### config.mk
export PLATFORM = sky130hd
export DESIGN_NAME = spi_slave_command_decoder
export DESIGN_NICKNAME = d
export VERILOG_FILES = /design/src/rtl/sscd_pkg.sv /design/src/rtl/sscd_decode.sv /design/src/rtl/spi_slave_command_decoder.sv
export SDC_FILE = /design/constraint.sdc
export NUM_CORES = 1
export LEC_CHECK = 0
export ABC_AREA = 1
export BUFFER_PORTS_ARGS = -buffer_cell sky130_fd_sc_hd__buf_2
export CORE_ASPECT_RATIO = 1.2
export CORE_MARGIN = 2
export CORE_UTILIZATION = 47
export CTS_CLUSTER_DIAMETER = 40
export DETAILED_ROUTE_END_ITERATION = 6
export GPL_TIMING_DRIVEN = 0
export PLACE_DENSITY_LB_ADDON = 0.15
export SYNTH_ARGS = -nofsm -noshare
export SYNTH_HDL_FRONTEND = slang
export SYNTH_SLANG_ARGS = --single-unit
### constraint.sdc
create_clock -name clock -period 6.65 [get_ports clock]
set_input_delay 0.3325 -clock clock [delete_from_list [all_inputs] [get_ports clock]]
set_output_delay 0.3325 -clock clock [all_outputs]
set_load 0.03 [all_outputs]
### src/rtl/sscd_pkg.sv
package sscd_pkg;

   // Default buffer sizes
   localparam int INFO_BLOCK_BYTES_DEF   = 32;
   localparam int STATUS_BLOCK_BYTES_DEF = 14;
   localparam int FRAME_BUFFER_BYTES_DEF = 16;

   // Transmit buffer index is 4 bits wide
   localparam int STORE_INDEX_SPAN = 16;

   // Fixed reply bytes
   localparam logic [7:0] REPLY_NONE = 8'h00;
   localparam logic [7:0] REPLY_OK   = 8'h80;
   localparam logic [7:0] REPLY_MORE = 8'hA0;
   localparam logic [7:0] REPLY_ERR  = 8'hFF;

   // Key byte that unlocks the bootloader command
   localparam logic [7:0] BOOT_KEY = 8'h17;

   // Event kinds
   localparam logic OPER_SELECT = 1'b0;
   localparam logic OPER_BYTE   = 1'b1;

   // Opcodes
   localparam logic [3:0] OP_RST    = 4'd1;
   localparam logic [3:0] OP_INFO   = 4'd2;
   localparam logic [3:0] OP_STBLK  = 4'd3;
   localparam logic [3:0] OP_POWER  = 4'd4;
   localparam logic [3:0] OP_STATUS = 4'd6;
   localparam logic [3:0] OP_STORE  = 4'd7;
   localparam logic [3:0] OP_SEND   = 4'd8;
   localparam logic [3:0] OP_FETCH  = 4'd9;
   localparam logic [3:0] OP_ACK    = 4'd10;
   localparam logic [3:0] OP_LIMIT  = 4'd11;
   localparam logic [3:0] OP_BOOT   = 4'd12;

   // Reset sub-commands
   localparam logic [7:0] RST_BUS = 8'd1;
   localparam logic [7:0] RST_SYS = 8'd2;

   // Read sources
   localparam logic [2:0] SRC_NONE   = 3'd0;
   localparam logic [2:0] SRC_INFO   = 3'd1;
   localparam logic [2:0] SRC_STBLK  = 3'd2;
   localparam logic [2:0] SRC_STATUS = 3'd3;
   localparam logic [2:0] SRC_RXBUF  = 3'd4;

   // Side actions
   localparam logic [3:0] ACT_NONE       = 4'd0;
   localparam logic [3:0] ACT_BUS_RESET  = 4'd1;
   localparam logic [3:0] ACT_SYS_RESET  = 4'd2;
   localparam logic [3:0] ACT_POWER_OFF  = 4'd3;
   localparam logic [3:0] ACT_POWER_ON   = 4'd4;
   localparam logic [3:0] ACT_CLR_COMMIT = 4'd5;
   localparam logic [3:0] ACT_COMMIT     = 4'd6;
   localparam logic [3:0] ACT_ACK_RX     = 4'd7;
   localparam logic [3:0] ACT_LIMIT      = 4'd8;
   localparam logic [3:0] ACT_BOOT       = 4'd9;
   localparam logic [3:0] ACT_STORE      = 4'd10;

   // Decoder state carried between beats
   typedef struct packed {
      logic        awaiting_opcode;
      logic [3:0]  command_code;
      logic [7:0]  byte_offset;
      logic [15:0] limit_value;
   } state_type;

   // One result beat
   typedef struct packed {
      logic        reply_valid;
      logic [7:0]  reply_code;
      logic [2:0]  read_source;
      logic [7:0]  read_index;
      logic [3:0]  action;
      logic [3:0]  store_index;
      logic [7:0]  store_data;
      logic [15:0] current_limit;
   } result_type;

endpackage

### src/rtl/sscd_decode.sv
module sscd_decode #(
   parameter int INFO_BLOCK_BYTES   = sscd_pkg::INFO_BLOCK_BYTES_DEF,
   parameter int STATUS_BLOCK_BYTES = sscd_pkg::STATUS_BLOCK_BYTES_DEF,
   parameter int FRAME_BUFFER_BYTES = sscd_pkg::FRAME_BUFFER_BYTES_DEF
) (
   input  logic                  operation,
   input  logic [7:0]            rx_byte,
   input  logic                  tx_queue_two_or_more,
   input  sscd_pkg::state_type   state_cur,
   output sscd_pkg::state_type   state_nxt,
   output sscd_pkg::result_type  result
);

   localparam int StoreLimit = (FRAME_BUFFER_BYTES < sscd_pkg::STORE_INDEX_SPAN) ?
                               FRAME_BUFFER_BYTES : sscd_pkg::STORE_INDEX_SPAN;
   localparam logic [8:0] InfoLim   = 9'(INFO_BLOCK_BYTES);
   localparam logic [8:0] StblkLim  = 9'(STATUS_BLOCK_BYTES);
   localparam logic [8:0] FrameLim  = 9'(FRAME_BUFFER_BYTES);
   localparam logic [8:0] StoreLim  = 9'(StoreLimit);

   logic       start;
   logic [7:0] offset;
   logic [3:0] opcode;
   logic [8:0] off_ext;
   logic [7:0] off_dec;

   // Opcode capture or offset advance
   always_comb begin
      if (state_cur.awaiting_opcode) begin
         start  = 1'b1;
         opcode = rx_byte[3:0];
         offset = 8'd0;
      end else begin
         start  = 1'b0;
         opcode = state_cur.command_code;
         offset = (state_cur.byte_offset == 8'hFF) ? 8'hFF : state_cur.byte_offset + 8'd1;
      end
      off_ext = {1'b0, offset};
      off_dec = offset - 8'd1;
   end

   // Reply rules per opcode
   always_comb begin
      state_nxt = state_cur;
      result    = '0;
      if (operation == sscd_pkg::OPER_SELECT) begin
         state_nxt.awaiting_opcode = 1'b1;
      end else begin
         state_nxt.awaiting_opcode = 1'b0;
         state_nxt.command_code    = opcode;
         state_nxt.byte_offset     = offset;
         result.reply_valid        = 1'b1;
         result.reply_code         = sscd_pkg::REPLY_ERR;
         case (opcode)
            sscd_pkg::OP_RST: begin
               if (start) begin
                  result.reply_code = sscd_pkg::REPLY_MORE;
               end else if (offset == 8'd1 && rx_byte == sscd_pkg::RST_BUS) begin
                  result.reply_code = sscd_pkg::REPLY_OK;
                  result.action     = sscd_pkg::ACT_BUS_RESET;
               end else if (offset == 8'd1 && rx_byte == sscd_pkg::RST_SYS) begin
                  result.reply_code = sscd_pkg::REPLY_OK;
                  result.action     = sscd_pkg::ACT_SYS_RESET;
               end
            end
            sscd_pkg::OP_INFO: begin
               if (off_ext < InfoLim) begin
                  result.reply_code  = sscd_pkg::REPLY_NONE;
                  result.read_source = sscd_pkg::SRC_INFO;
                  result.read_index  = offset;
               end
            end
            sscd_pkg::OP_STBLK: begin
               if (off_ext < StblkLim) begin
                  result.reply_code  = sscd_pkg::REPLY_NONE;
                  result.read_source = sscd_pkg::SRC_STBLK;
                  result.read_index  = offset;
               end
            end
            sscd_pkg::OP_POWER: begin
               if (start) begin
                  result.reply_code = sscd_pkg::REPLY_MORE;
               end else if (offset == 8'd1) begin
                  result.reply_code = sscd_pkg::REPLY_OK;
                  result.action     = (rx_byte == 8'd0) ? sscd_pkg::ACT_POWER_OFF :
                                                          sscd_pkg::ACT_POWER_ON;
               end
            end
            sscd_pkg::OP_STATUS: begin
               result.reply_code  = sscd_pkg::REPLY_NONE;
               result.read_source = sscd_pkg::SRC_STATUS;
            end
            sscd_pkg::OP_STORE: begin
               if (start) begin
                  result.reply_code = sscd_pkg::REPLY_MORE;
               end else if (off_ext < StoreLim) begin
                  // store beat carries no reply byte
                  result.reply_valid = 1'b0;
                  result.reply_code  = sscd_pkg::REPLY_NONE;
                  result.action      = sscd_pkg::ACT_STORE;
                  result.store_index = off_dec[3:0];
                  result.store_data  = rx_byte;
               end
            end
            sscd_pkg::OP_SEND: begin
               if (start) begin
                  result.reply_code = sscd_pkg::REPLY_OK;
                  result.action     = tx_queue_two_or_more ? sscd_pkg::ACT_CLR_COMMIT :
                                                             sscd_pkg::ACT_COMMIT;
               end
            end
            sscd_pkg::OP_FETCH: begin
               if (off_ext < FrameLim) begin
                  result.reply_code  = sscd_pkg::REPLY_NONE;
                  result.read_source = sscd_pkg::SRC_RXBUF;
                  result.read_index  = offset;
               end
            end
            sscd_pkg::OP_ACK: begin
               if (start) begin
                  result.reply_code = sscd_pkg::REPLY_OK;
                  result.action     = sscd_pkg::ACT_ACK_RX;
               end
            end
            sscd_pkg::OP_LIMIT: begin
               if (start) begin
                  result.reply_code = sscd_pkg::REPLY_MORE;
               end else if (offset == 8'd1) begin
                  result.reply_code     = sscd_pkg::REPLY_MORE;
                  state_nxt.limit_value = {rx_byte, 8'd0};
               end else if (offset == 8'd2) begin
                  result.reply_code     = sscd_pkg::REPLY_OK;
                  result.action         = sscd_pkg::ACT_LIMIT;
                  state_nxt.limit_value = {state_cur.limit_value[15:8],
                                           state_cur.limit_value[7:0] | rx_byte};
               end
            end
            sscd_pkg::OP_BOOT: begin
               if (start) begin
                  result.reply_code = sscd_pkg::REPLY_MORE;
               end else if (offset == 8'd1 && rx_byte == sscd_pkg::BOOT_KEY) begin
                  result.reply_code = sscd_pkg::REPLY_OK;
                  result.action     = sscd_pkg::ACT_BOOT;
               end
            end
            default: begin
               result.reply_code = sscd_pkg::REPLY_ERR;
            end
         endcase
      end
      result.current_limit = state_nxt.limit_value;
   end

endmodule

### src/rtl/spi_slave_command_decoder.sv
// SPI slave command decoder. Each input beat is a select event or a received
// byte and yields exactly one result beat: a fixed reply code, a read request
// into the info block, status block, status byte or receive buffer, a side
// action code and the current 16-bit limit. One beat is taken per clock while
// the result register is free or being drained; an accepted beat is decoded
// from the input register and written to the result register, which drives
// the result port. The command state is updated at the same edge, so the
// next beat may follow directly. Reset and bootloader effects are only
// reported as action codes.
module spi_slave_command_decoder #(
   parameter int INFO_BLOCK_BYTES   = sscd_pkg::INFO_BLOCK_BYTES_DEF,
   parameter int STATUS_BLOCK_BYTES = sscd_pkg::STATUS_BLOCK_BYTES_DEF,
   parameter int FRAME_BUFFER_BYTES = sscd_pkg::FRAME_BUFFER_BYTES_DEF
) (
   input  logic        clock,
   input  logic        reset,
   input  logic        req_valid,
   output logic        req_ready,
   input  logic        req_operation,
   input  logic [7:0]  req_rx_byte,
   input  logic        req_tx_queue_two_or_more,
   output logic        rsp_valid,
   input  logic        rsp_ready,
   output logic        rsp_reply_valid,
   output logic [7:0]  rsp_reply_code,
   output logic [2:0]  rsp_read_source,
   output logic [7:0]  rsp_read_index,
   output logic [3:0]  rsp_action,
   output logic [3:0]  rsp_store_index,
   output logic [7:0]  rsp_store_data,
   output logic [15:0] rsp_current_limit
);

   logic                 in_valid_ff, in_valid_in;
   logic                 in_op_ff;
   logic [7:0]           in_byte_ff;
   logic                 in_txq_ff;
   sscd_pkg::state_type  state_ff, state_in, state_dec;
   sscd_pkg::result_type rsp_ff, result_dec;
   logic                 rsp_valid_ff, rsp_valid_in;
   logic                 advance;
   logic                 accept;

   // Handshake: the result register frees up when empty or being drained
   assign advance   = ~rsp_valid_ff | rsp_ready;
   assign req_ready = ~in_valid_ff | advance;
   assign accept    = req_valid & req_ready;

   assign in_valid_in  = accept | (in_valid_ff & ~advance);
   assign rsp_valid_in = (in_valid_ff & advance) | (rsp_valid_ff & ~rsp_ready);
   assign state_in     = (in_valid_ff & advance) ? state_dec : state_ff;

   sscd_decode #(
      .INFO_BLOCK_BYTES   (INFO_BLOCK_BYTES),
      .STATUS_BLOCK_BYTES (STATUS_BLOCK_BYTES),
      .FRAME_BUFFER_BYTES (FRAME_BUFFER_BYTES)
   ) u_decode (
      .operation            (in_op_ff),
      .rx_byte              (in_byte_ff),
      .tx_queue_two_or_more (in_txq_ff),
      .state_cur            (state_ff),
      .state_nxt            (state_dec),
      .result               (result_dec)
   );

   // Control and command state
   always_ff @(posedge clock) begin
      if (reset) begin
         in_valid_ff  <= 1'b0;
         rsp_valid_ff <= 1'b0;
         state_ff     <= '0;
      end else begin
         in_valid_ff  <= in_valid_in;
         rsp_valid_ff <= rsp_valid_in;
         state_ff     <= state_in;
      end
   end

   // Payload registers
   always_ff @(posedge clock) begin
      if (accept) begin
         in_op_ff   <= req_operation;
         in_byte_ff <= req_rx_byte;
         in_txq_ff  <= req_tx_queue_two_or_more;
      end
      if (in_valid_ff & advance) begin
         rsp_ff <= result_dec;
      end
   end

   assign rsp_valid         = rsp_valid_ff;
   assign rsp_reply_valid   = rsp_ff.reply_valid;
   assign rsp_reply_code    = rsp_ff.reply_code;
   assign rsp_read_source   = rsp_ff.read_source;
   assign rsp_read_index    = rsp_ff.read_index;
   assign rsp_action        = rsp_ff.action;
   assign rsp_store_index   = rsp_ff.store_index;
   assign rsp_store_data    = rsp_ff.store_data;
   assign rsp_current_limit = rsp_ff.current_limit;

endmodule

==> flow_metrics.py, run 1 <==
metrics = {
    "setup_path": {
        "start_kind": "flop",
        "critPathMaxStageDelay_ps": 410,
        "cp_slowest_cell": "dfxtp_1",
        "cp.required_ps": 6910,
        "path_class": "reg -> reg",
        "cp_common_cell": "nand2_2",
        "crit_chain": "ha_1, nand2_2, nor2_1, nand2_2, a21oi_1, ha_1, inv_1, nor2_2, nand3_2, inv_2, nand2_4, buf_6, nand2_2, o21ai_2, o21ai_1, inv_1",
        "worstPathArrival_ps": 3230,
        "crit_fanout": 10,
        "worstSetupEndpointType": "flop",
    },
    "global_route": {
        "antenna_found_initial": 0,
        "globalRoute.totalOverflow": 0,
        "grt_max_degree": 40,
        "grt_pass1_wl_um": 15300,
        "grt_pass1_vias": 3163,
        "grt_use_total": 0.196,
    },
    "cts": {
        "cts_buffers": 9,
        "cts_tree": "done",
        "h-tree-depth": 3,
        "cts.sinks": 88,
        "root_buffer": "clkbuf_8",
        "cts_resized": 0,
        "clk-insertion-delay-late_ps": 370,
        "path_clk_slew_ps": 90,
        "postCtsHoldBufs": 0,
        "clock_path_buffers": 2,
        "post-cts-setup-buffer-count": 0,
    },
    "sta": {
        "max_clock_freq_ghz": 0.336,
        "worstMarginPinSlew_ps": 497,
        "skew_ps": 13.5,
        "rsz0062_at_grt": "false",
        "post-route-period-util": 0.447,
        "setup_viol": 0,
        "period_minus_slack_ps": 2970,
        "slew_headroom": 0.665,
        "slew_violations": 0,
        "whs_ps": 136,
        "setup_tns_ps": 0,
        "hold_viol": 0,
    },
    "synth": {
        "netlist_instances": 491,
        "yosys_warnings": 0,
        "ys_ff_latch": 88,
        "synth-seq-area-share": 0.540,
        "ys_async_sr_fraction": 0,
        "syn_avg_cell_area_um2": 8.80,
        "synth_ff_type": "edfxtp_1",
        "synthesis.area_mm2": 0.00432,
        "synth_edf_count": 57,
        "synthDistinctLibCells": 36,
    },
    "drt": {
        "wirelength_um": 9300,
        "drt_pre_antenna_iters": 4,
        "drc": 0,
        "drt_iter0_drc": 181,
        "num_vias": 3436,
        "drt-vias-per-instance": 4.93,
        "routedWlPerCell_um": 13.3,
        "ant_nets": 0,
    },
    "placed_design": {
        "place_congestion": 0.858,
        "post-dp-hpwl_um": 6980,
        "portBuffers": 67,
    },
    "floorplanning": {
        "start_util": 0.481,
        "design.core.area_mm2": 0.00899,
        "die_h_um": 109,
        "die_area_mm2": 0.00998,
        "rows": 38,
        "ios": 68,
        "die_x_um": 91.5,
    },
    "min_path": {
        "min_path_type": "in -> reg",
    },
    "layout": {
        "mostFrequentLayoutCell": "nand2_1",
        "n_antenna_cell": 0,
        "drive_gt1_frac": 0.246,
        "final_nets": 590,
        "nFillCells": 842,
        "layout_common_cells": "82 x nand2_1, 78 x inv_1, 71 x buf_2, 57 x edfxtp_1, 56 x nor2_1",
        "syn_to_final_growth_pct": 16.3,
    },
    "run": {
        "maxCapViolCount": 0,
    },
    "pwr": {
        "total_power_w": 0.00115,
        "vdd_drop_max_uv": 130,
        "power_density_mw_per_mm2": 228,
        "p_leak_nw": 2.34,
    },
    "outcome": {
        "status": "finished clean",
    },
}
==> cell usage after synthesis, types with 4 or more instances <==
| master | n | share of area |
|---|---|---|
| nand2_1 | 82 | 0.071 |
| inv_1 | 78 | 0.068 |
| edfxtp_1 | 57 | 0.40 |
| nor2_1 | 56 | 0.049 |
| nand3_1 | 38 | 0.044 |
| dfxtp_1 | 31 | 0.14 |
| a21oi_1 | 21 | 0.024 |
| o21ai_0 | 14 | 0.016 |
| nand2_2 | 12 | 0.017 |
| o21ai_2 | 12 | 0.024 |
| o22ai_1 | 12 | 0.017 |
| o21ai_1 | 10 | 0.012 |
| inv_2 | 8 | 0.0070 |
| nand4_1 | 7 | 0.010 |
| buf_4 | 5 | 0.0087 |
| clkbuf_1 | 5 | 0.0043 |
| buf_2 | 4 | 0.0046 |
| ha_1 | 4 | 0.012 |
| nor2_4 | 4 | 0.010 |
| nor3_1 | 4 | 0.0046 |
==> path summary, 6_finish.rpt <==
check	start	endpoint	slack (ps)	cells past startpoint
worst max register to register	state_ff[17]	state_ff[9]	3680	16
worst max-delay path	state_ff[17]	state_ff[9]	3680	16
worst min register to register	in_valid_ff	rsp_valid	480	2
worst min-delay path	req_rx_byte[5]	in_byte_ff[5]	140	1
==> area by class of cell <==
type                    count  area (um^2)  share of cell area
multi-input cells         299         1540               0.307
inverters                  88          330              0.0658
well taps                 120          150              0.0299
flip-flops and latches     88         2330               0.464
repair buffers             68          355              0.0708
plain buffers              18          126              0.0252
clock buffers              11          131              0.0262
clock inverters             5         56.3              0.0112
==> sequential cells by signal (all words and copies together) (netlist names) <==
register           flops
rsp_valid              1
rsp_read_index         8
rsp_action             4
state_ff              29
rsp_reply_code         3
rsp_reply_valid        1
in_op_ff               1
in_valid_ff            1
rsp_store_index        4
rsp_read_source        3
in_byte_ff             8
in_txq_ff              1
rsp_current_limit     16
rsp_store_data         8
==> worst max-delay path, delay by kind of cell (launching register included) <==
family                     cells  cell delay (ps)
AOI/OAI and AO/OA              3              580
DFF                            1              410
buffers and inverters          4              410
and+or+nand+nor                7              980
adders and majority gates      2              460
==> where the power goes <==
group	switching [W]	total (W)	internal (W)
Clock	0.000186	0.000360	0.000174
Sequential	0.0000122	0.000621	0.000609
Combinational	0.000116	0.000164	0.0000479
Total	0.000315	0.00115	0.000831
==> stage by stage <==
stage	worst slack (ps)	cells	cell area, um^2	utilization
floorplan	4030	493	4330	-
global placement	3300	680	4810	0.536
detailed placement	3750	681	4830	0.538
CTS	3690	697	5020	0.559
global route	3470	697	5020	0.559
finish	3680	697	5020	0.559
==> logic make-up after synthesis <==
logic type,Yosys count,synth area share
AND/OR/NAND/NOR,217,0.238
buffers and inverters,106,0.105
flip-flops,88,0.540
AO/OA/AOI/OAI,74,0.103
adder cells (fa/ha/maj),4,0.0116
XOR/XNOR,1,0.00203
other,1,0.000868
==> routing by layer <==
metal	routed length (um)	up-vias	global-route usage	part of all wire
met3	435	16	0.0359	0.047
met2	4390	88	0.315	0.47
met1	4280	1569	0.261	0.46
met5	0	-	0	0
li1	-	1763	-	-
met4	196	0	0.0877	0.021
Power figures use the tool's default switching activity.
==> inputs of run 2 (changes only) <==
==> constraint.sdc (replaced) <==
create_clock -name clock -period 3 [get_ports clock]
set_input_delay 0.15 -clock clock [delete_from_list [all_inputs] [get_ports clock]]
set_output_delay 0.15 -clock clock [all_outputs]
set_load 0.03 [all_outputs]
==> run 2 against run 1 <==
Against the previous run: total power rose by 120%; maximum frequency up 4.8%; cell area up 2.2%; flip-flop and latch count is the same; clock skew hardly changed; largest cell class unchanged; largest power group unchanged; highest routed layer unchanged.
==> flow_metrics.py, run 2 (synthesis results as in run 1) <==
metrics = {
    "layout": {
        "nFillCells": 840,
        "multi_input_area_mm2": 0.00155,
        "n_antenna_cell": 0,
        "regMostFlops": "state_ff",
        "seqCellArea_mm2": 0.00233,
        "syn_to_final_growth_pct": 18.8,
        "layout_common_cells": "82 x nand2_1, 78 x inv_1, 71 x buf_2, 57 x edfxtp_1, 56 x nor2_1",
        "drive_gt1_frac": 0.244,
        "final_nets": 600,
        "mostFrequentLayoutCell": "nand2_1",
        "final_cells": 707,
        "largest_reg_flops": 29,
    },
    "min_path": {
        "min_from": "req_valid",
        "min_path_type": "in -> reg",
        "hold_path_depth": 3,
        "hold_end": "in_valid_ff",
    },
    "outcome": {
        "status": "finished clean",
    },
    "floorplanning": {
        "die_h_um": 109,
        "die_area_mm2": 0.00998,
        "design.core.area_mm2": 0.00899,
        "start_util": 0.481,
        "ios": 68,
        "rows": 38,
        "die_x_um": 91.5,
    },
    "cts": {
        "clock_path_buffers": 2,
        "cts.sinks": 88,
        "clk-insertion-delay-late_ps": 370,
        "post-cts-setup-buffer-count": 0,
        "cts_tree": "done",
        "path_clk_slew_ps": 90,
        "root_buffer": "clkbuf_8",
        "h-tree-depth": 3,
        "cts_buffers": 9,
    },
    "placed_design": {
        "dp_cells": 681,
        "portBuffers": 67,
        "post-dp-hpwl_um": 6980,
        "place_congestion": 0.858,
        "pre_cts_slack_ps": 104,
    },
    "sta": {
        "layout_setup_ws_ps": 164,
        "slew_headroom": 0.664,
        "worstMarginPinSlew_ps": 499,
        "post-route-period-util": 0.945,
        "skew_ps": 13.7,
        "whs_ps": 21.8,
        "max_clock_freq_ghz": 0.353,
        "hold_viol": 0,
        "rsz0062_at_grt": "false",
        "period_minus_slack_ps": 2840,
        "slew_violations": 0,
        "setup_viol": 0,
    },
    "pwr": {
        "vdd_drop_max_uv": 282,
        "clkPwrFrac": 0.312,
        "p_sw_frac": 0.274,
        "intPower_w": 0.00185,
        "p_comb_frac": 0.147,
        "p_switching_w": 0.000698,
        "seq_power_share": 0.540,
        "p_leak_nw": 2.39,
        "power_density_mw_per_mm2": 497,
    },
    "drt": {
        "drt_iter0_drc": 156,
        "wl_met2_um": 4470,
        "num_vias": 3488,
        "m1WireLength_um": 4340,
        "drc": 0,
        "ant_nets": 0,
        "drt-vias-per-instance": 4.93,
        "routedWlPerCell_um": 13.3,
        "wirelength_um": 9420,
        "highest-signal-layer": "met4",
        "routed-wl-met3_um": 415,
        "drt_pre_antenna_iters": 4,
    },
    "run": {
        "maxCapViolCount": 0,
    },
    "setup_path": {
        "crit_fanout": 10,
        "cp.required_ps": 3260,
        "worstPathArrival_ps": 3100,
        "start_kind": "flop",
        "crit_chain": "ha_1, nand2_2, nor2_1, nand2_2, a21oi_4, ha_1, inv_1, nor2_2, nand3_2, inv_2, nand2_4, buf_6, nand2_2, o21ai_2, o21ai_1, inv_1",
        "cp_common_cell": "nand2_2",
        "regToRegSetupSlack_ps": 160,
        "cp_slowest_cell": "dfxtp_1",
        "r2r_end": "state_ff[9]",
        "path_class": "reg -> reg",
        "r2r_start": "state_ff[16]",
        "worstSetupEndpointType": "flop",
        "critPathMaxStageDelay_ps": 460,
        "r2r_cells": 16,
    },
    "global_route": {
        "grt_pass1_wl_um": 15300,
        "antenna_found_initial": 0,
        "grt_max_degree": 40,
        "grt_use_total": 0.197,
        "globalRoute.totalOverflow": 0,
        "grt_pass1_vias": 3196,
    },
}
## run 2: cell types whose count changed in the layout (fill, tap and decap cells not counted), sizes merged
| cell | previous run | this run |
|---|---|---|
| dlygate4sd3 | 0 | 10 |
## run 2: worst max-delay path by stage
| stage | from | end | cells past startpoint |
|---|---|---|---|
| 6_report | state_ff[16] | state_ff[9] | 16 |
| 5_1_grt | state_ff[16] | rsp_reply_code[5] | 15 |
| 4_1_cts | state_ff[17] | state_ff[9] | 16 |
| 3_5_place_dp | state_ff[17] | state_ff[8] | 16 |
| 3_3_place_gp | rsp_valid | state_ff[7] | 6 |
| 2_1_floorplan | rsp_valid | state_ff[7] | 6 |
## run 2: layout make-up
class,count,share of cell area
Inverter,88,0.0644
Clock buffer,11,0.0256
Sequential cell,88,0.454
Clock inverter,5,0.0110
Multi-Input combinational cell,299,0.302
Tap cell,120,0.0293
Timing Repair Buffer,78,0.0887
Buffer,18,0.0246
## run 2: critical path: cells and delay by family, from the launching register on
family	cells	cell delay (ps)
buffers and inverters	4	410
adders and majority gates	2	420
and+or+nand+nor	7	1010
DFF	1	460
AOI/OAI and AO/OA	3	410
## run 2: power groups by stage
stage | Sequential (W) | Clock (W) | Combinational (W)
finish | 0.00138 | 0.000796 | 0.000376
global route | 0.00138 | 0.000860 | 0.000416
CTS | 0.00138 | 0.000820 | 0.000374
detailed placement | 0.00141 | 0 | 0.000364
global placement | 0.00141 | 0 | 0.000356
floorplan | 0.00146 | 0 | 0.000208
## run 2: stage by stage
| step | setup TNS, ps | total power [W] | util | instance area [um^2] |
|---|---|---|---|---|
| 2_1_floorplan | 0 | 0.00167 | - | 4330 |
| 3_3_place_gp | -8680 | 0.00176 | 0.536 | 4810 |
| 3_5_place_dp | 0 | 0.00177 | 0.538 | 4830 |
| 4_1_cts | 0 | 0.00257 | 0.570 | 5120 |
| 5_1_grt | 0 | 0.00266 | 0.571 | 5130 |
| 6_report | 0 | 0.00255 | 0.571 | 5130 |
## run 2: repair_timing
action                                  CTS  global route
gates resized for setup                   0             2
hold buffers                             10             0
endpoints found under the setup margin    0            34
endpoints found under the hold margin    10             0
## run 2: per-layer routing
layer  vias to the layer above  track usage
li1                       1787            -
met1                      1594        0.262
met2                        90        0.316
met3                        17       0.0359
met4                         0       0.0887
met5                         -            0
